==> src/rtl/qks_pkg.sv <==
`default_nettype none
package qks_pkg;
  localparam int MaxKeysDef = 64;
  localparam int KeyWidthDef = 32;
  localparam int CfgAddrW = 1;
  localparam logic [CfgAddrW-1:0] RegDescending = 1'b0;

  typedef enum logic [2:0] {
    ST_LOAD,
    ST_RD_I,
    ST_RD_J,
    ST_CMP,
    ST_WR,
    ST_EMIT_RD,
    ST_EMIT
  } qks_state_t;
endpackage
`default_nettype wire

==> src/rtl/qks_in_if.sv <==
`default_nettype none
interface qks_in_if;
  logic        valid;
  logic        ready;
  logic [31:0] key;
  logic        final_key;
  modport source (output valid, key, final_key, input ready);
  modport sink (input valid, key, final_key, output ready);
endinterface
`default_nettype wire

==> src/rtl/qks_out_if.sv <==
`default_nettype none
interface qks_out_if;
  logic        valid;
  logic        ready;
  logic [31:0] sorted_key;
  logic        end_of_run;
  logic        overflowed;
  modport source (output valid, sorted_key, end_of_run, overflowed, input ready);
  modport sink (input valid, sorted_key, end_of_run, overflowed, output ready);
endinterface
`default_nettype wire

==> src/rtl/qks_cmp.sv <==
`default_nettype none
module qks_cmp
  import qks_pkg::*;
#(
  parameter int KEY_WIDTH = KeyWidthDef
) (
  input  wire logic [KEY_WIDTH-1:0] a,
  input  wire logic [KEY_WIDTH-1:0] b,
  input  wire logic                 descending,
  output logic                      a_before_b
);
  always_comb begin
    a_before_b = descending ? (b < a) : (a < b);
  end
endmodule
`default_nettype wire

==> src/rtl/quicksort_key_sorter.sv <==
// Key sorter with one shared comparator.
// in: one key per transaction (valid/ready); final_key closes the set.
// Keys are stored one per cycle while loading; up to MAX_KEYS are kept,
// further keys are dropped and the whole set is flagged overflowed.
// After the final key the set is sorted in place by an insertion pass over
// the key memory, which has one write and one read port: each compare step
// reads one entry, compares it against the held key and, on a move, writes
// one entry. Then the keys leave on out, one transaction each: each key is
// read from memory, then loaded on out; end_of_run marks the last.
// in.ready is low from the final key until the last key is loaded on out.
// A stalled receiver holds out valid and payload unchanged.
// cfg: APB write of register 0 bit 0 selects descending order; the user
// must write it only while idle (not enforced). pready is always high.
// Reset (synchronous, rst_n low) empties the set, clears the overflow flag
// and the order register; the key memory needs no clearing.
`default_nettype none
module quicksort_key_sorter
  import qks_pkg::*;
#(
  parameter int MAX_KEYS  = MaxKeysDef,
  parameter int KEY_WIDTH = KeyWidthDef
) (
  input  wire logic                clk,
  input  wire logic                rst_n,
  qks_in_if.sink                   in_ch,
  qks_out_if.source                out_ch,
  input  wire logic                cfg_psel,
  input  wire logic                cfg_penable,
  input  wire logic                cfg_pwrite,
  input  wire logic [2:0]          cfg_paddr,
  input  wire logic [31:0]         cfg_pwdata,
  output logic [31:0]              cfg_prdata,
  output logic                     cfg_pready
);
  localparam int IW = $clog2(MAX_KEYS);
  localparam int CW = $clog2(MAX_KEYS + 1);

  qks_state_t state_r, state_nxt;
  logic [KEY_WIDTH-1:0] mem [MAX_KEYS];
  logic [KEY_WIDTH-1:0] rd_r, v_r;
  logic [CW-1:0] count_r, count_nxt;
  logic [CW-1:0] i_r, i_nxt, j_r, j_nxt;
  logic ovf_r, ovf_nxt, desc_r;
  logic we;
  logic [IW-1:0] waddr, raddr;
  logic [KEY_WIDTH-1:0] wdata;
  logic v_first;
  logic in_acc, room, out_ld, out_valid_r, out_last_r;
  logic [KEY_WIDTH-1:0] out_key_r;
  logic out_ovf_r;
  logic last_emit;

  assign cfg_pready = 1'b1;
  assign cfg_prdata = (cfg_paddr[2] == RegDescending) ? {31'd0, desc_r} : 32'd0;

  always_ff @(posedge clk) begin
    if (!rst_n) begin
      desc_r <= 1'b0;
    end else if (cfg_psel && cfg_penable && cfg_pwrite && cfg_paddr[2] == RegDescending) begin
      desc_r <= cfg_pwdata[0];
    end
  end

  qks_cmp #(.KEY_WIDTH(KEY_WIDTH)) u_cmp (
    .a(v_r), .b(rd_r), .descending(desc_r), .a_before_b(v_first)
  );

  // emit: i counts keys; count cleared on last, so compare before clear
  assign last_emit = (i_r + 1'b1 == count_r);

  assign in_ch.ready = (state_r == ST_LOAD);
  assign in_acc = in_ch.valid && in_ch.ready;
  assign room = (count_r < CW'(MAX_KEYS));

  always_comb begin
    state_nxt = state_r;
    case (state_r)
      ST_LOAD: if (in_acc && in_ch.final_key) begin
        state_nxt = ST_RD_I;
      end
      ST_RD_I: state_nxt = (i_r >= count_r) ? ST_EMIT_RD : ST_RD_J;
      ST_RD_J: state_nxt = (j_r == '0) ? ST_WR : ST_CMP;
      ST_CMP: state_nxt = v_first ? ST_RD_J : ST_WR;
      ST_WR: state_nxt = ST_RD_I;
      ST_EMIT_RD: state_nxt = (!out_valid_r || out_ch.ready) ? ST_EMIT : ST_EMIT_RD;
      ST_EMIT: state_nxt = last_emit ? ST_LOAD : ST_EMIT_RD;
      default: state_nxt = ST_LOAD;
    endcase
  end

  always_comb begin
    count_nxt = count_r;
    ovf_nxt = ovf_r;
    i_nxt = i_r;
    j_nxt = j_r;
    we = 1'b0;
    waddr = count_r[IW-1:0];
    wdata = KEY_WIDTH'(in_ch.key);
    raddr = i_r[IW-1:0];
    out_ld = 1'b0;
    case (state_r)
      ST_LOAD: if (in_acc) begin
        if (room) begin
          we = 1'b1;
          count_nxt = count_r + 1'b1;
        end else begin
          ovf_nxt = 1'b1;
        end
        i_nxt = CW'(1);
      end
      ST_RD_I: begin
        raddr = i_r[IW-1:0];
        j_nxt = i_r;
        if (i_r >= count_r) begin
          i_nxt = '0;
        end
      end
      ST_RD_J: begin
        raddr = IW'(j_r - 1'b1);
      end
      ST_CMP: if (v_first) begin
        we = 1'b1;
        waddr = j_r[IW-1:0];
        wdata = rd_r;
        j_nxt = j_r - 1'b1;
      end
      ST_WR: begin
        we = 1'b1;
        waddr = j_r[IW-1:0];
        wdata = v_r;
        i_nxt = i_r + 1'b1;
      end
      ST_EMIT_RD: begin
        raddr = i_r[IW-1:0];
      end
      ST_EMIT: begin
        out_ld = 1'b1;
        i_nxt = i_r + 1'b1;
        if (last_emit) begin
          count_nxt = '0;
          ovf_nxt = 1'b0;
        end
      end
      default: ;
    endcase
  end

  always_ff @(posedge clk) begin
    if (we) begin
      mem[waddr] <= wdata;
    end
    rd_r <= mem[raddr];
    if (state_r == ST_RD_I) begin
      v_r <= mem[raddr];
    end
  end

  always_ff @(posedge clk) begin
    if (!rst_n) begin
      state_r <= ST_LOAD;
      count_r <= '0;
      ovf_r <= 1'b0;
      i_r <= '0;
      j_r <= '0;
      out_valid_r <= 1'b0;
      out_last_r <= 1'b0;
    end else begin
      state_r <= state_nxt;
      count_r <= count_nxt;
      ovf_r <= ovf_nxt;
      i_r <= i_nxt;
      j_r <= j_nxt;
      if (out_ld) begin
        out_valid_r <= 1'b1;
        out_last_r <= last_emit;
      end else if (out_ch.ready) begin
        out_valid_r <= 1'b0;
      end
    end
  end

  always_ff @(posedge clk) begin
    if (out_ld) begin
      out_key_r <= rd_r;
      out_ovf_r <= ovf_r;
    end
  end

  assign out_ch.valid = out_valid_r;
  assign out_ch.sorted_key = 32'(out_key_r);
  assign out_ch.end_of_run = out_last_r;
  assign out_ch.overflowed = out_ovf_r;

`ifndef SYNTHESIS
  a_count_range: assert property (@(posedge clk) disable iff (!rst_n)
    count_r <= CW'(MAX_KEYS)) else $error("key count beyond capacity");
  a_ready_load: assert property (@(posedge clk) disable iff (!rst_n)
    in_ch.ready |-> state_r == ST_LOAD)
    else $error("ready outside load");
  a_emit_hold: assert property (@(posedge clk) disable iff (!rst_n)
    out_valid_r && !out_ch.ready |=> out_valid_r && $stable(out_key_r))
    else $error("stalled result changed");
  a_sort_j: assert property (@(posedge clk) disable iff (!rst_n)
    state_r == ST_CMP |-> j_r <= i_r) else $error("insert index ahead");
`endif
endmodule
`default_nettype wire
==> src/flat_wrapper.sv <==
// flat-port wrapper written by rule: the top's interface ports become plain ports
module quicksort_key_sorter_flat import qks_pkg::*;
#(
  parameter int MAX_KEYS  = MaxKeysDef,
  parameter int KEY_WIDTH = KeyWidthDef
)
  (clk, rst_n, cfg_psel, cfg_penable, cfg_pwrite, cfg_paddr, cfg_pwdata, cfg_prdata, cfg_pready, in_ch_valid, in_ch_key, in_ch_final_key, in_ch_ready, out_ch_valid, out_ch_sorted_key, out_ch_end_of_run, out_ch_overflowed, out_ch_ready);
  qks_in_if in_ch_i ();
  qks_out_if out_ch_i ();
  input  wire logic clk;
  input  wire logic rst_n;
  input  wire logic cfg_psel;
  input  wire logic cfg_penable;
  input  wire logic cfg_pwrite;
  input  wire logic [2:0] cfg_paddr;
  input  wire logic [31:0] cfg_pwdata;
  output logic [31:0] cfg_prdata;
  output logic cfg_pready;
  input wire logic [$bits(in_ch_i.valid)-1:0] in_ch_valid;
  input wire logic [$bits(in_ch_i.key)-1:0] in_ch_key;
  input wire logic [$bits(in_ch_i.final_key)-1:0] in_ch_final_key;
  output wire logic [$bits(in_ch_i.ready)-1:0] in_ch_ready;
  output wire logic [$bits(out_ch_i.valid)-1:0] out_ch_valid;
  output wire logic [$bits(out_ch_i.sorted_key)-1:0] out_ch_sorted_key;
  output wire logic [$bits(out_ch_i.end_of_run)-1:0] out_ch_end_of_run;
  output wire logic [$bits(out_ch_i.overflowed)-1:0] out_ch_overflowed;
  input wire logic [$bits(out_ch_i.ready)-1:0] out_ch_ready;
  assign in_ch_i.valid = in_ch_valid;
  assign in_ch_i.key = in_ch_key;
  assign in_ch_i.final_key = in_ch_final_key;
  assign in_ch_ready = in_ch_i.ready;
  assign out_ch_valid = out_ch_i.valid;
  assign out_ch_sorted_key = out_ch_i.sorted_key;
  assign out_ch_end_of_run = out_ch_i.end_of_run;
  assign out_ch_overflowed = out_ch_i.overflowed;
  assign out_ch_i.ready = out_ch_ready;
  quicksort_key_sorter #(.MAX_KEYS(MAX_KEYS), .KEY_WIDTH(KEY_WIDTH)) u_core (.clk(clk), .rst_n(rst_n), .in_ch(in_ch_i), .out_ch(out_ch_i), .cfg_psel(cfg_psel), .cfg_penable(cfg_penable), .cfg_pwrite(cfg_pwrite), .cfg_paddr(cfg_paddr), .cfg_pwdata(cfg_pwdata), .cfg_prdata(cfg_prdata), .cfg_pready(cfg_pready));
endmodule
==> config.mk <==
export PLATFORM = sky130hd
export DESIGN_NAME = quicksort_key_sorter_flat
export DESIGN_NICKNAME = d
export VERILOG_FILES = /design/src/rtl/qks_pkg.sv /design/src/rtl/qks_in_if.sv /design/src/rtl/qks_out_if.sv /design/src/rtl/qks_cmp.sv /design/src/rtl/quicksort_key_sorter.sv /design/src/flat_wrapper.sv
export SDC_FILE = /design/constraint.sdc
export NUM_CORES = 2
export LEC_CHECK = 0
export BUFFER_PORTS_ARGS = -buffer_cell sky130_fd_sc_hd__buf_4
export CORE_MARGIN = 5
export CORE_UTILIZATION = 45
export CTS_CLUSTER_SIZE = 16
export DETAILED_ROUTE_END_ITERATION = 10
export PLACE_DENSITY_LB_ADDON = 0.05
export SKIP_CTS_REPAIR_TIMING = 1
export SLEW_MARGIN = 30
export SYNTH_ARGS = -nofsm -noshare
export SYNTH_HDL_FRONTEND = slang
export SYNTH_HIERARCHICAL = 1
export SYNTH_SLANG_ARGS = --single-unit
==> constraint.sdc <==
create_clock -name clk -period 5.2 [get_ports clk]
set_clock_uncertainty 0.2 [all_clocks]
set_input_delay 0.26 -clock clk [delete_from_list [all_inputs] [get_ports clk]]
set_output_delay 0.26 -clock clk [all_outputs]
set_load 0.03 [all_outputs]
# == After elaboration in Yosys (flattened, before gate mapping) ==
# Memory sizes are Yosys's and may differ from the RTL's.
# Index checks and enable logic that the tools add are counted.
# W data, S select, Z words.
# word_totals
register_bits,125
ramBits,2048
input_bits,75
out_inout_bits,69
word_cells,89
n_memories,1
# classes
add_sub_neg,3
magnitude_cmp,4
n_eq_ne,14
muxes,36
bitwise,1
n_reduce_logical,18
# memory_table
memory,words,width,read_ports,rd_clocked_by_memory_dff,write_ports,line,rtl
u_core.mem,64,32,1,0,1,quicksort_key_sorter.sv:39,logic [KEY_WIDTH-1:0] mem [MAX_KEYS];
# ops
operator,count
$lt A32 B32 Y1,2
$pmux W32 S2,1
$mux W7,6
$mux W32,1
$pmux W7 S2,2
$pmux W3 S7,1
$pmux W7 S3,1
$mux W3,5
$add A7 B1 Y7 const B,2
$mux W1,13
$mux W6,2
$pmux W6 S2,1
$eq A3 B3 Y1 const B,3
$ne A2 B2 Y1 const B,4
$reduce_and A4 Y1,2
$eq A7 B7 Y1,1
$ge A7 B7 Y1,1
$logic_not A7 Y1,1
$lt A7 B7 Y1 const B,1
$sub A7 B1 Y7 const B,1
$eq A3 B2 Y1 const B,2
$ne A2 B1 Y1 const B,3
$reduce_bool A2 Y1,3
$logic_and A1 B1 Y1,5
12 further kinds,12

# == Depth between registers and ports, before layout ==
# logic_depth
ltp_word,6
ltp_mapped,16
mapped_depth_nobuf,15

# == Cells and area by module ==
# The synthesis kept the hierarchy.
# by_module_without_submodules
mod,n_inst,cells_each,area_each_um2,seq_area_each_um2
quicksort_key_sorter,1,5763,88314.7,64652.0
qks_cmp,1,118,812.0,0.0

# == Least setup slack after synthesis ==
# Ideal clock, no wire load.
# synth_path
path_type,register to register
startpoint,register u_core.v_r[30] (read register of u_core.mem)
endpoint,"memory u_core/mem[10][0] (netlist name), enable pin"
setup_time_ns,0.421
t_arrival_ns,4.210
required_time_ns,4.579
setup_slack_ns,0.369
path_stages_with_launch,15
synth_period_minus_slack_ns,4.831
cell_sequence,edfxtp_1 -> ha_1 -> a21oi_2 -> nand2_1 -> a221o_1 -> a211oi_2 -> o21ai_1 -> mux2i_1 -> inv_1 -> nor2_1 -> nor2_1 -> clkbuf_1 -> o31ai_1 -> nand2_1 -> nor2_1
# synth_via
elab_chain_len,6
elab_cells_between_ends,9
classes_between,2 x order compare; 7 x mux
# synth_lines
element,line,rtl
from (decl),quicksort_key_sorter.sv:40,"logic [KEY_WIDTH-1:0] rd_r, v_r;"
$lt A32 B32 Y1,qks_cmp.sv:13,a_before_b = descending ? (b < a) : (a < b);
$mux W1 *,qks_cmp.sv:13,
net u_core.v_first,quicksort_key_sorter.sv:47,logic v_first;
$mux W1,quicksort_key_sorter.sv:121,ST_CMP: if (v_first) begin
$pmux W1 S3,quicksort_key_sorter.sv:101,case (state_r)
$mux W1,quicksort_key_sorter.sv:149,if (we) begin
$mux W1 (not written as such),quicksort_key_sorter.sv:150,mem[waddr] <= wdata;
to (decl),quicksort_key_sorter.sv:39,
# The timed path passes the listed nets; every way through them passes the cells marked *.

# == Worst setup path after layout ==
# layout_path
startpoint,register u_core.v_r[30] (read register of u_core.mem)
endpoint,"memory u_core/mem[46][17] (netlist name), enable pin"
# The elaborated chain is that of the path after synthesis.

==> impl_metrics.yaml <==
run_status:
  status: "complete, no violations"
power:
  ir_drop_uv: 366
  p_leak_nw: 36.7
  powerDensity_mw_per_mm2: 372
  p_total_mw: 39.0
synthesis:
  synth-async-reset-ratio_pct: 0
  synth.area.top_cells: "edfxtp_1 71%, mux2i_1 5.5%, nand2_1 3.2%"
  syn_avg_cell_area_um2: 15.2
  synth_top_area_share_pct: 71.2
  synth_warnings: 6
  synth_top_area_cell: "edfxtp_1"
  ys_top_cells_by_count: "2113 x edfxtp_1, 769 x nand2_1, 486 x mux2i_1, 267 x inv_1, 244 x clkbuf_1"
  synth_ff_type: "edfxtp_1"
  synth_area_mm2: 0.0891
  synth.yosys.seq_area_share_pct: 72.5
  synth_edf_count: 2113
  synth.distinct_cells: 72
  synthMostInstantiatedCell: "edfxtp_1"
  synthCells: 5881
  synth_seq_cells: 2173
floorplanning:
  core_mm2: 0.197
  rows: 163
  die-area_mm2: 0.207
  die_h_um: 455
  die_width_um: 455
  io_pins: 144
  initial_utilization_pct: 45.2
timing:
  slew_headroom_pct: 20.9
  clock.fmax_mhz: 199
  hold_viol: 0
  setup_viol: 0
  fin_crit_sh_pct: 96.4
  period_needed_ps: 5010
  timing.final.ws_setup_ps: 185
  setup_tns_ps: 0
  rsz0062_at_grt: "false"
  drv_slew: 0
  max_slew.worst_pin.slew_ps: 1170
clock_network:
  cts_sinks: 2173
  cts_max_level: 4
  clockBufferDepth: 3
  cts_tree: "built"
  cts_root_buf: "clkbuf_16"
  clkTransAtPathRegs_ps: 60
  cts_buffers: 227
  clock_latency_ps: 870
worst_setup_path:
  path_cells: "ha_1 -> nand4_1 -> nor4_1 -> nand2_1 -> o21ai_0 -> mux2i_2 -> buf_4 -> inv_1 -> o22ai_2 -> buf_4 -> o31ai_1 -> nand2_1 -> buf_12 -> nor2_4 -> buf_12"
  rrSetupSlack_ps: 190
  reg2reg_to: "u_core/mem[46][17]$_DFFE_PP_"
  cp_top_family: "simple AND/OR/NAND/NOR gates"
  timing.rr.start: "u_core/v_r[30]$_DFFE_PP_"
  path_max_fanout: 19
  slowest_delay_ps: 670
  cpMaxStageDelayCell: "o31ai_1"
  arrival_ps: 5360
  endpoint_kind: "flip-flop"
  cp.required_ps: 5540
  reg2regPathDepth: 15
  worst_setup_path_start_kind: "flip-flop"
  worstSetupPathType: "reg2reg"
  critPathBufInv: 5
finish:
  fillers: 16200
  area.growth.synth_to_final_pct: 17.7
  drive_gt1_share_pct: 16.2
  fin_nets: 6322
min_path:
  hold_class: "in2reg"
  min_delay_path_depth: 3
  min_to: "u_core/mem[18][0]$_DFFE_PP_"
  min_from: "in_ch_key[0]"
routing:
  detail-route-antenna-nets: 0
  vias: 54300
  wl_met1_um: 116000
  drtPass1Iterations: 6
  routed-wl-met3_um: 21500
  wire_per_inst_um: 31.2
  met2_length_um: 136000
  routed.top_layer: "met5"
  routed_wirelength_um: 282000
  drc: 0
  drt-initial-drc-count: 6157
  via_per_inst: 6.01
global_routing:
  grt_max_degree: 137
  grt_pass1_wl_um: 395000
  grt_pass1_vias: 51700
  antenna_found_initial: 21
  grt_overflow: 0
  track_usage_pct: 26.8
run:
  cap_violations: 0
placed_design:
  place.gp.congestion: 0.839
  pre_cts_ws_ps: -62.0
  hpwl_um: 168000
  numPortBuffers: 78
logic make-up after synthesis:
family / after synthesis / synth area share, %
AO/OA/AOI/OAI: 1059 / 9.28
XOR/XNOR: 15 / 0.194
adder cells (fa/ha/maj): 42 / 0.590
buffers and inverters: 733 / 3.65
flip-flops: 2173 / 72.5
multiplexers: 582 / 7.48
other: 2 / 0.00843
AND/OR/NAND/NOR: 1275 / 6.27
metrics by stage:
step | std cells | hold slack (ps) | area [µm²] | util, %
after detailed placement | 8576 | 240 | 97300 | 49.3
final | 9046 | 144 | 105000 | 53.2
after CTS | 8999 | -618 | 104000 | 53.0
after floorplan | 5911 | 194 | 89200 | -
after global placement | 8569 | 241 | 97100 | 49.2
after global routing | 9039 | 88.7 | 105000 | 53.2
where the power goes:
group,switching [mW],internal (mW),total [mW]
clock network,6.85,8.95,15.8
registers,0.105,19.5,19.7
logic,2.37,1.20,3.57
total,9.32,29.7,39.0
worst max-delay path by stage:
stage                             start                            to  slack, ps  cells past startpoint
2_1_floorplan  u_core/v_r[30]$_DFFE_PP_   u_core/mem[10][0]$_DFFE_PP_        370                     14
3_3_place_gp   u_core/v_r[27]$_DFFE_PP_  u_core/mem[46][14]$_DFFE_PP_        -60                     15
3_5_place_dp   u_core/v_r[30]$_DFFE_PP_  u_core/mem[46][14]$_DFFE_PP_        -60                     15
6_report       u_core/v_r[30]$_DFFE_PP_  u_core/mem[46][17]$_DFFE_PP_        190                     15
4_1_cts        u_core/v_r[30]$_DFFE_PP_  u_core/mem[46][13]$_DFFE_PP_       -130                     15
5_1_grt        u_core/v_r[30]$_DFFE_PP_  u_core/mem[46][13]$_DFFE_PP_         80                     15
state kept, by name, summed over array words and instances (netlist names), 3 cells and up:
register,count
u_core/j_r,7
u_core/mem,2048
u_core/rd_r,32
u_core/i_r,7
u_core/v_r,32
u_core/count_r,7
u_core/state_r,3
u_core/out_ch.sorted_key,32
layer usage:
metal | GRT usage, % | vias to the layer above
met5 | 0 | -
li1 | - | 23700
met2 | 43.7 | 2071
met4 | 8.40 | 4
met3 | 4.66 | 398
met1 | 36.9 | 28200
layout make-up:
type / count / area (µm²) / area share [%]
multi-input combinational: 3005 / 22200 / 21.1
inverter: 267 / 1000 / 0.955
sequential: 2173 / 64700 / 61.6
tap: 2640 / 3300 / 3.15
timing repair buffer: 531 / 6570 / 6.26
clock inverter: 142 / 1220 / 1.16
antenna: 7 / 17.5 / 0.0167
clock buffer: 281 / 5970 / 5.69
cells in the final DEF (no fill, tap or decap), types with 63 or more instances in the layout:
cell type	count
nand3_1	183
a22oi_1	97
clkbuf_16	229
nor2_4	73
a211oi_1	191
inv_1	267
o211ai_1	94
mux2i_1	484
o2111ai_1	123
a311oi_1	63
a21oi_1	98
clkinv_1	68
buf_12	188
a221oi_1	94
buf_4	296
nand2_1	736
edfxtp_1	2113
mux4_2	64
a2111oi_0	94
and3_1	127
worst reg2reg max path, stage by stage, from the launching register on:
cell      delay [ps]
edfxtp_1         400
ha_1             360
nand4_1          180
nor4_1           580
nand2_1          230
o21ai_0          260
mux2i_2          190
buf_4            190
inv_1             70
o22ai_2          140
buf_4            230
o31ai_1          670
nand2_1          270
buf_12           230
nor2_4           260
buf_12           210
No activity file was read; power rests on OpenSTA's default activity.
